===== src/rtl/core/cantxq_pkg.sv =====
package cantxq_pkg;

  localparam int DEPTH = 16;
  localparam int PTR_W = $clog2(DEPTH);
  localparam int CNT_W = 4;

  localparam int ID_W   = 11;
  localparam int LEN_W  = 4;
  localparam int DATA_W = 64;

  localparam int CFG_IDX_W = 1;

  localparam logic [ID_W-1:0]   INJECT_ID_RST   = 11'h6C1;
  localparam logic [DATA_W-1:0] INJECT_DATA_RST = 64'h0101_032B_00C0_2E10;
  localparam logic [LEN_W-1:0]  INJECT_LEN      = 4'd8;

  typedef enum logic [1:0] {
    OP_SUBMIT = 2'd0,
    OP_TICK   = 2'd1,
    OP_DONE   = 2'd2,
    OP_ARM    = 2'd3
  } op_t;

  typedef enum logic [CFG_IDX_W-1:0] {
    CFG_INJECT_ID   = 1'b0,
    CFG_INJECT_DATA = 1'b1
  } cfg_idx_t;

  typedef struct packed {
    logic [ID_W-1:0]   id;
    logic [LEN_W-1:0]  len;
    logic [DATA_W-1:0] data;
  } frame_t;

  // Commands from the controller to the datapath.
  typedef struct packed {
    logic step;     // take the request on the input ports and update state
    logic release_; // result has been delivered
  } cmd_t;

  function automatic logic [PTR_W-1:0] ptr_inc(input logic [PTR_W-1:0] p);
    logic [PTR_W-1:0] r;
    if (p == PTR_W'(DEPTH - 1)) begin
      r = '0;
    end else begin
      r = p + PTR_W'(1);
    end
    return r;
  endfunction

  function automatic logic [PTR_W:0] ptr_count(input logic [PTR_W-1:0] w,
                                               input logic [PTR_W-1:0] r);
    logic [PTR_W:0] c;
    if (w >= r) begin
      c = {1'b0, w} - {1'b0, r};
    end else begin
      c = {1'b0, w} + (PTR_W+1)'(DEPTH) - {1'b0, r};
    end
    return c;
  endfunction

endpackage


===== src/rtl/core/cantxq_ctrl.sv =====
module cantxq_ctrl (
  input  logic               clk,
  input  logic               rst_n,
  input  logic               in_valid,
  output logic               in_ready,
  output logic               out_valid,
  input  logic               out_ready,
  output cantxq_pkg::cmd_t   cmd
);
  import cantxq_pkg::*;

  typedef enum logic [1:0] {
    S_IDLE   = 2'b01,
    S_RESULT = 2'b10
  } state_t;

  state_t state_r;
  state_t state_nxt;

  always_comb begin
    state_nxt = state_r;
    unique case (state_r)
      S_IDLE: begin
        if (in_valid) begin
          state_nxt = S_RESULT;
        end
      end
      S_RESULT: begin
        if (out_ready) begin
          state_nxt = S_IDLE;
        end
      end
      default: state_nxt = S_IDLE;
    endcase
  end

  always_ff @(posedge clk) begin
    if (!rst_n) begin
      state_r <= S_IDLE;
    end else begin
      state_r <= state_nxt;
    end
  end

  assign in_ready     = (state_r == S_IDLE);
  assign out_valid    = (state_r == S_RESULT);
  assign cmd.step     = in_ready && in_valid;
  assign cmd.release_ = out_valid && out_ready;

endmodule


===== src/rtl/core/cantxq_dp.sv =====
module cantxq_dp (
  input  logic                                  clk,
  input  logic                                  rst_n,
  input  cantxq_pkg::cmd_t                      cmd,
  input  logic [1:0]                            in_op,
  input  logic [cantxq_pkg::ID_W-1:0]           in_frame_id,
  input  logic [cantxq_pkg::LEN_W-1:0]          in_frame_len,
  input  logic [cantxq_pkg::DATA_W-1:0]         in_frame_data,
  input  logic                                  cfg_we,
  input  logic [cantxq_pkg::CFG_IDX_W-1:0]      cfg_index,
  input  logic [cantxq_pkg::DATA_W-1:0]         cfg_data,
  output logic                                  out_send_valid,
  output logic [cantxq_pkg::ID_W-1:0]           out_send_id,
  output logic [cantxq_pkg::LEN_W-1:0]          out_send_len,
  output logic [cantxq_pkg::DATA_W-1:0]         out_send_data,
  output logic                                  out_dropped,
  output logic [cantxq_pkg::CNT_W-1:0]          out_queue_count
);
  import cantxq_pkg::*;

  // Configuration
  logic [ID_W-1:0]   inject_id_r;
  logic [DATA_W-1:0] inject_data_r;

  // Queue control state
  logic             cts_r;
  logic             cts_nxt;
  logic             pending_r;
  logic             pending_nxt;
  logic [PTR_W-1:0] wp_r;
  logic [PTR_W-1:0] wp_nxt;
  logic [PTR_W-1:0] rp_r;
  logic [PTR_W-1:0] rp_nxt;

  frame_t slot_mem_r [DEPTH];
  frame_t head_r;

  // Result registers
  logic             res_send_r;
  logic             res_from_mem_r;
  logic             res_drop_r;
  logic [CNT_W-1:0] res_count_r;
  frame_t           byp_r;

  op_t              op;
  logic             sub_en;
  frame_t           sub_frame;
  logic             empty;
  logic             full;
  logic             bypass;
  logic             drop;
  logic             append;
  logic             cts_mid;
  logic             empty_mid;
  logic             send_head;
  logic [PTR_W:0]   cur_count;
  logic [PTR_W:0]   nxt_count;
  frame_t           send_frame;

  assign op = op_t'(in_op);

  always_comb begin
    sub_en = (op == OP_SUBMIT) || ((op == OP_TICK) && pending_r);
    if (op == OP_SUBMIT) begin
      sub_frame.id   = in_frame_id;
      sub_frame.len  = in_frame_len;
      sub_frame.data = in_frame_data;
    end else begin
      sub_frame.id   = inject_id_r;
      sub_frame.len  = INJECT_LEN;
      sub_frame.data = inject_data_r;
    end

    cur_count = ptr_count(wp_r, rp_r);
    empty     = (wp_r == rp_r);
    full      = (cur_count == (PTR_W+1)'(DEPTH - 1));

    bypass = sub_en && empty && cts_r;
    drop   = sub_en && !bypass && full;
    append = sub_en && !bypass && !full;

    cts_mid   = cts_r && !bypass;
    wp_nxt    = append ? ptr_inc(wp_r) : wp_r;
    empty_mid = (wp_nxt == rp_r);

    // A plain submit that is dropped never pulls from the ring; a tick does.
    if (op == OP_SUBMIT) begin
      send_head = append && cts_r;
    end else if (op == OP_TICK) begin
      send_head = cts_mid && !empty_mid;
    end else begin
      send_head = 1'b0;
    end

    rp_nxt = send_head ? ptr_inc(rp_r) : rp_r;

    if (op == OP_DONE) begin
      cts_nxt = 1'b1;
    end else if (bypass || send_head) begin
      cts_nxt = 1'b0;
    end else begin
      cts_nxt = cts_r;
    end

    if (op == OP_ARM) begin
      pending_nxt = 1'b1;
    end else if (op == OP_TICK) begin
      pending_nxt = 1'b0;
    end else begin
      pending_nxt = pending_r;
    end

    nxt_count = ptr_count(wp_nxt, rp_nxt);
  end

  always_ff @(posedge clk) begin
    if (!rst_n) begin
      inject_id_r   <= INJECT_ID_RST;
      inject_data_r <= INJECT_DATA_RST;
    end else if (cfg_we) begin
      unique case (cfg_idx_t'(cfg_index))
        CFG_INJECT_ID:   inject_id_r   <= cfg_data[ID_W-1:0];
        CFG_INJECT_DATA: inject_data_r <= cfg_data;
        default: ;
      endcase
    end
  end

  always_ff @(posedge clk) begin
    if (!rst_n) begin
      cts_r          <= 1'b1;
      pending_r      <= 1'b0;
      wp_r           <= '0;
      rp_r           <= '0;
      res_send_r     <= 1'b0;
      res_from_mem_r <= 1'b0;
      res_drop_r     <= 1'b0;
      res_count_r    <= '0;
    end else if (cmd.step) begin
      cts_r          <= cts_nxt;
      pending_r      <= pending_nxt;
      wp_r           <= wp_nxt;
      rp_r           <= rp_nxt;
      res_send_r     <= bypass || send_head;
      res_from_mem_r <= send_head;
      res_drop_r     <= drop;
      res_count_r    <= nxt_count[CNT_W-1:0];
    end else if (cmd.release_) begin
      res_send_r <= 1'b0;
      res_drop_r <= 1'b0;
    end
  end

  // The head slot is never the slot written in the same step, since a send
  // from the ring only happens when the ring already held a frame.
  always_ff @(posedge clk) begin
    if (cmd.step) begin
      if (append) begin
        slot_mem_r[wp_r] <= sub_frame;
      end
      head_r <= slot_mem_r[rp_r];
      byp_r  <= sub_frame;
    end
  end

  assign send_frame = res_from_mem_r ? head_r : byp_r;

  assign out_send_valid  = res_send_r;
  assign out_send_id     = res_send_r ? send_frame.id   : '0;
  assign out_send_len    = res_send_r ? send_frame.len  : '0;
  assign out_send_data   = res_send_r ? send_frame.data : '0;
  assign out_dropped     = res_drop_r;
  assign out_queue_count = res_count_r;

endmodule


===== src/rtl/core/can_tx_frame_queue.sv =====
// A request is accepted and its result is offered in the following cycle, held until
// taken. The controller takes a new request only after the single result register
// has been emptied.
// Reset (synchronous, rst_n low): clear-to-send set, injection disarmed, ring
// empty, injection registers at defaults; slot storage is not cleared.
module can_tx_frame_queue (
  input  logic                                  clk,
  input  logic                                  rst_n,
  input  logic                                  in_valid,
  output logic                                  in_ready,
  input  logic [1:0]                            in_op,
  input  logic [cantxq_pkg::ID_W-1:0]           in_frame_id,
  input  logic [cantxq_pkg::LEN_W-1:0]          in_frame_len,
  input  logic [cantxq_pkg::DATA_W-1:0]         in_frame_data,
  output logic                                  out_valid,
  input  logic                                  out_ready,
  output logic                                  out_send_valid,
  output logic [cantxq_pkg::ID_W-1:0]           out_send_id,
  output logic [cantxq_pkg::LEN_W-1:0]          out_send_len,
  output logic [cantxq_pkg::DATA_W-1:0]         out_send_data,
  output logic                                  out_dropped,
  output logic [cantxq_pkg::CNT_W-1:0]          out_queue_count,
  input  logic                                  cfg_valid,
  output logic                                  cfg_ready,
  input  logic [cantxq_pkg::CFG_IDX_W-1:0]      cfg_index,
  input  logic [cantxq_pkg::DATA_W-1:0]         cfg_data
);
  import cantxq_pkg::*;

  cmd_t cmd;

  assign cfg_ready = 1'b1;

  cantxq_ctrl u_ctrl (
    .clk       (clk),
    .rst_n     (rst_n),
    .in_valid  (in_valid),
    .in_ready  (in_ready),
    .out_valid (out_valid),
    .out_ready (out_ready),
    .cmd       (cmd)
  );

  cantxq_dp u_dp (
    .clk             (clk),
    .rst_n           (rst_n),
    .cmd             (cmd),
    .in_op           (in_op),
    .in_frame_id     (in_frame_id),
    .in_frame_len    (in_frame_len),
    .in_frame_data   (in_frame_data),
    .cfg_we          (cfg_valid && cfg_ready),
    .cfg_index       (cfg_index),
    .cfg_data        (cfg_data),
    .out_send_valid  (out_send_valid),
    .out_send_id     (out_send_id),
    .out_send_len    (out_send_len),
    .out_send_data   (out_send_data),
    .out_dropped     (out_dropped),
    .out_queue_count (out_queue_count)
  );

endmodule


===== config.mk =====
export PLATFORM = sky130hd
export DESIGN_NAME = can_tx_frame_queue
export DESIGN_NICKNAME = d
export VERILOG_FILES = /design/src/rtl/core/cantxq_pkg.sv /design/src/rtl/core/cantxq_ctrl.sv /design/src/rtl/core/cantxq_dp.sv /design/src/rtl/core/can_tx_frame_queue.sv
export SDC_FILE = /design/constraint.sdc
export NUM_CORES = 2
export LEC_CHECK = 0
export ABC_AREA = 1
export ABC_CLOCK_PERIOD_IN_PS = 11500
export BUFFER_PORTS_ARGS = -buffer_cell sky130_fd_sc_hd__buf_4
export CORE_ASPECT_RATIO = 0.5
export CORE_MARGIN = 5
export CORE_UTILIZATION = 44
export DETAILED_ROUTE_END_ITERATION = 6
export HOLD_SLACK_MARGIN = 0.05
export PLACE_DENSITY = 0.71
export RECOVER_POWER = 100
export SKIP_LAST_GASP = 1
export SLEW_MARGIN = 20
export SYNTH_ARGS = -nofsm -noshare
export SYNTH_HDL_FRONTEND = slang
export SYNTH_SLANG_ARGS = --single-unit

===== constraint.sdc =====
create_clock -name clk -period 11.5 [get_ports clk]
set_clock_uncertainty 0.15 [all_clocks]
set_input_delay 0.575 -clock clk [delete_from_list [all_inputs] [get_ports clk]]
set_output_delay 0.575 -clock clk [all_outputs]
set_load 0.02 [all_outputs]

==> reports/metrics.yaml <==
status: "complete, but fails checks"
failed_checks: "max-capacitance violations, max-slew violations"
synthTopCellsByArea: "edfxtp_1 (73%), o21ai_0 (5.6%), nor2_1 (4.4%)"
cts_made_buffers: 137
wl_per_cell_um: 24.38
ant_nets: 0
grt_pass1_vias: 38532
slew_headroom: -2.112
fin_setup_tns_ns: 0
vdd_drop_max_uv: 161.0
cp_max_fo: 47
globalplace.congestion: 0.8485
path_class: "reg2reg"
synth_ff_type: "edfxtp_1"
drive_above_1_share: 0.08573
area_growth_syn_to_layout_pct: 13.73
endpoint_kind: "flop"
synth_edf_count: 1422
portBuffers: 237
utilization: 0.5056
io_pins: 239
ys_seq_area_frac: 0.7600
start_kind: "flop"
synth_area_sq_um: 58660
crit_required_ns: 11.73
synth.most_common_cell: "edfxtp_1"
p_int_mw: 9.004
synth_nets: 4669
start_util: 0.4445
swShare: 0.2367
dr.pass1.iters: 5
maxCapViolations: 24
fmax_ghz: 0.1178
yosys-top-cells-count: "edfxtp_1 (1422), nor2_1 (692), o21ai_0 (656)"
period_share: 0.7379
worst_pin_slew_ns: 4.667
power_switching_mw: 2.791
hold_viol: 0
power_leakage_nw: 22.41
fp.dieW_um: 526.4
pwr_density_cell_nw_per_um2: 176.8
grt.total_usage: 0.2198
rows: 94
vias: 38970
ys_ff_latch: 1516
setup_viol: 0
avgSynthCellArea_sq_um: 13.02
ys_async_sr_fraction: 0
clkPwrFrac: 0.381
synth-warning-count: 0
grt-ovfl-total: 0
dieArea_sq_um: 141200
wl_um: 160500
cts_setup_buffers: 0
die_h_um: 268.2
cts-root-buf: "clkbuf_16"
clock-sinks: 1516
ys_types: 39
yosys.area.top_type: "edfxtp_1"
post-dp-hpwl_um: 84190
htreeDepth: 4
n_fill_cell: 10964
rsz0062_at_grt: "false"
slew_violations: 926
power_frac_seq: 0.533
grt_pass1_wl_um: 237100
grt_max_degree: 209
power_frac_comb: 0.086
antenna_found_initial: 2
clk_pin_slew_ns: 0.06
drc: 0
worstSkewPairLatency_ns: 0.77
fp.coreArea_sq_um: 132000
via_per_inst: 5.919
synth_cells: 4504
yosys.area.top_type_share: 0.7279
clock_path_buffers: 3
fin_nets: 4866
min_period_ns: 8.486
cts_tree: "built"
arrival_ns: 8.72
min_path_type: "in2reg"
drtIter0Drc: 5400
-- critical path, cell delays in order (launching register included) --
cell,delay [ns]
dfxtp_4,0.76
clkinvlp_2,1.99
ha_1,1.09
nor2_1,0.14
nand2_1,0.05
nor2_1,0.18
nor2_4,0.04
nand3_1,0.31
nand2_1,0.15
inv_1,0.16
nand2_1,0.20
nor2_4,0.13
clkbuf_1,1.74
buf_4,0.94
-- final cells by class --
cell class | count | area, sq um | share of cell area
sequential | 1516 | 44600 | 0.6685
clock inverter | 66 | 605.6 | 0.009077
tap | 1776 | 2222 | 0.03331
antenna | 2 | 5.005 | 0.00007502
timing repair buffer | 374 | 2649 | 0.03970
inverter | 52 | 220.2 | 0.003301
clock buffer | 178 | 3740 | 0.05606
multi-input combinational | 2620 | 12680 | 0.1900
-- logic make-up (layout without fill, tap and decap cells) --
family / after synthesis / in the layout / synth area share
xor+xnor: 2 / 2 / 0.0002987
fa+ha+maj: 14 / 14 / 0.003242
compound gates: 1350 / 1350 / 0.1293
simple gates: 1253 / 1253 / 0.08265
other cells: 1 / 3 / 0.00006392
buf+inv: 368 / 670 / 0.02446
flops: 1516 / 1516 / 0.7600
-- power by group through the flow --
| stage | sequential, mW | combinational, mW | clock (mW) |
|---|---|---|---|
| 3_3_place_gp | 6.40 | 0.970 | 0 |
| 3_5_place_dp | 6.40 | 0.991 | 0 |
| 5_1_grt | 6.29 | 1.10 | 4.77 |
| 6_report | 6.29 | 1.02 | 4.49 |
| 2_1_floorplan | 6.36 | 0.620 | 0 |
| 4_1_cts | 6.29 | 1.02 | 4.52 |
-- flip-flops by register name, indices dropped and copies added, names as in the netlist, 2 cells and up --
name	count
u_dp.slot_mem_r	1264
u_dp.byp_r	79
u_dp.head_r	79
u_dp.inject_data_r	64
u_dp.inject_id_r	11
u_dp.out_queue_count	4
u_dp.rp_r	4
u_dp.wp_r	4
u_ctrl.state_r	2
-- through the flow --
step | instance area (sq um) | total power [mW] | setup slack [ns] | hold slack (ns) | cells
6_report | 66720 | 11.80 | 3.014 | 0.1050 | 6584
5_1_grt | 66710 | 12.17 | 2.778 | 0.08989 | 6582
4_1_cts | 67230 | 11.83 | 5.672 | 0.05631 | 6580
3_5_place_dp | 62100 | 7.396 | 5.703 | 0.3030 | 6258
3_3_place_gp | 62070 | 7.372 | 5.820 | 0.2920 | 6257
2_1_floorplan | 58660 | 6.977 | 3.190 | 0.2792 | 4504
-- what timing repair did --
| item | CTS | global route |
|---|---|---|
| gates resized for setup | 0 | 0 |
| hold buffers | 78 | 0 |
| hold endpoints to repair | 79 | 0 |
-- path summary, 6_finish.rpt --
| check | startpoint | to | slack (ns) | cells after the start |
|---|---|---|---|---|
| setup / recovery | u_dp.rp_r[3] | u_dp.slot_mem_r[13][16] | 3.01 | 13 |
| hold / removal | rst_n | u_dp.inject_data_r[43] | 0.10 | 3 |
| setup reg to reg | u_dp.rp_r[3] | u_dp.slot_mem_r[13][16] | 3.01 | 13 |
| hold reg to reg | u_dp.inject_id_r[10] | u_dp.inject_id_r[10] | 0.32 | 2 |
-- layout by cell type (no fill, tap or decap), drive strengths merged --
cell type / instances
or2: 2
bufinv: 9
dlygate4sd3: 78
diode: 2
xnor2: 1
dfxtp: 94
a21oi: 341
nand2: 499
o22ai: 158
nand3: 47
xor2: 1
clkinvlp: 6
clkbuf: 280
clkinv: 46
edfxtp: 1422
nor3: 7
a221oi: 1
o221ai: 158
buf: 194
fa: 2
nand4: 3
nor2: 695
o211ai: 2
o21ai: 685
inv: 57
o21a: 2
a211oi: 2
o21bai: 1
conb: 1
ha: 12
-- per-layer routing --
metal,wire length (um),global-route usage,part of all wire,up-vias
li1,-,-,-,17065
met1,64140,0.2968,0.40,19483
met2,77210,0.3650,0.48,2125
met3,14310,0.03512,0.089,297
met4,4894,0.08022,0.030,0
met5,0,0,0,-
No activity file was read; power rests on OpenSTA's default activity.
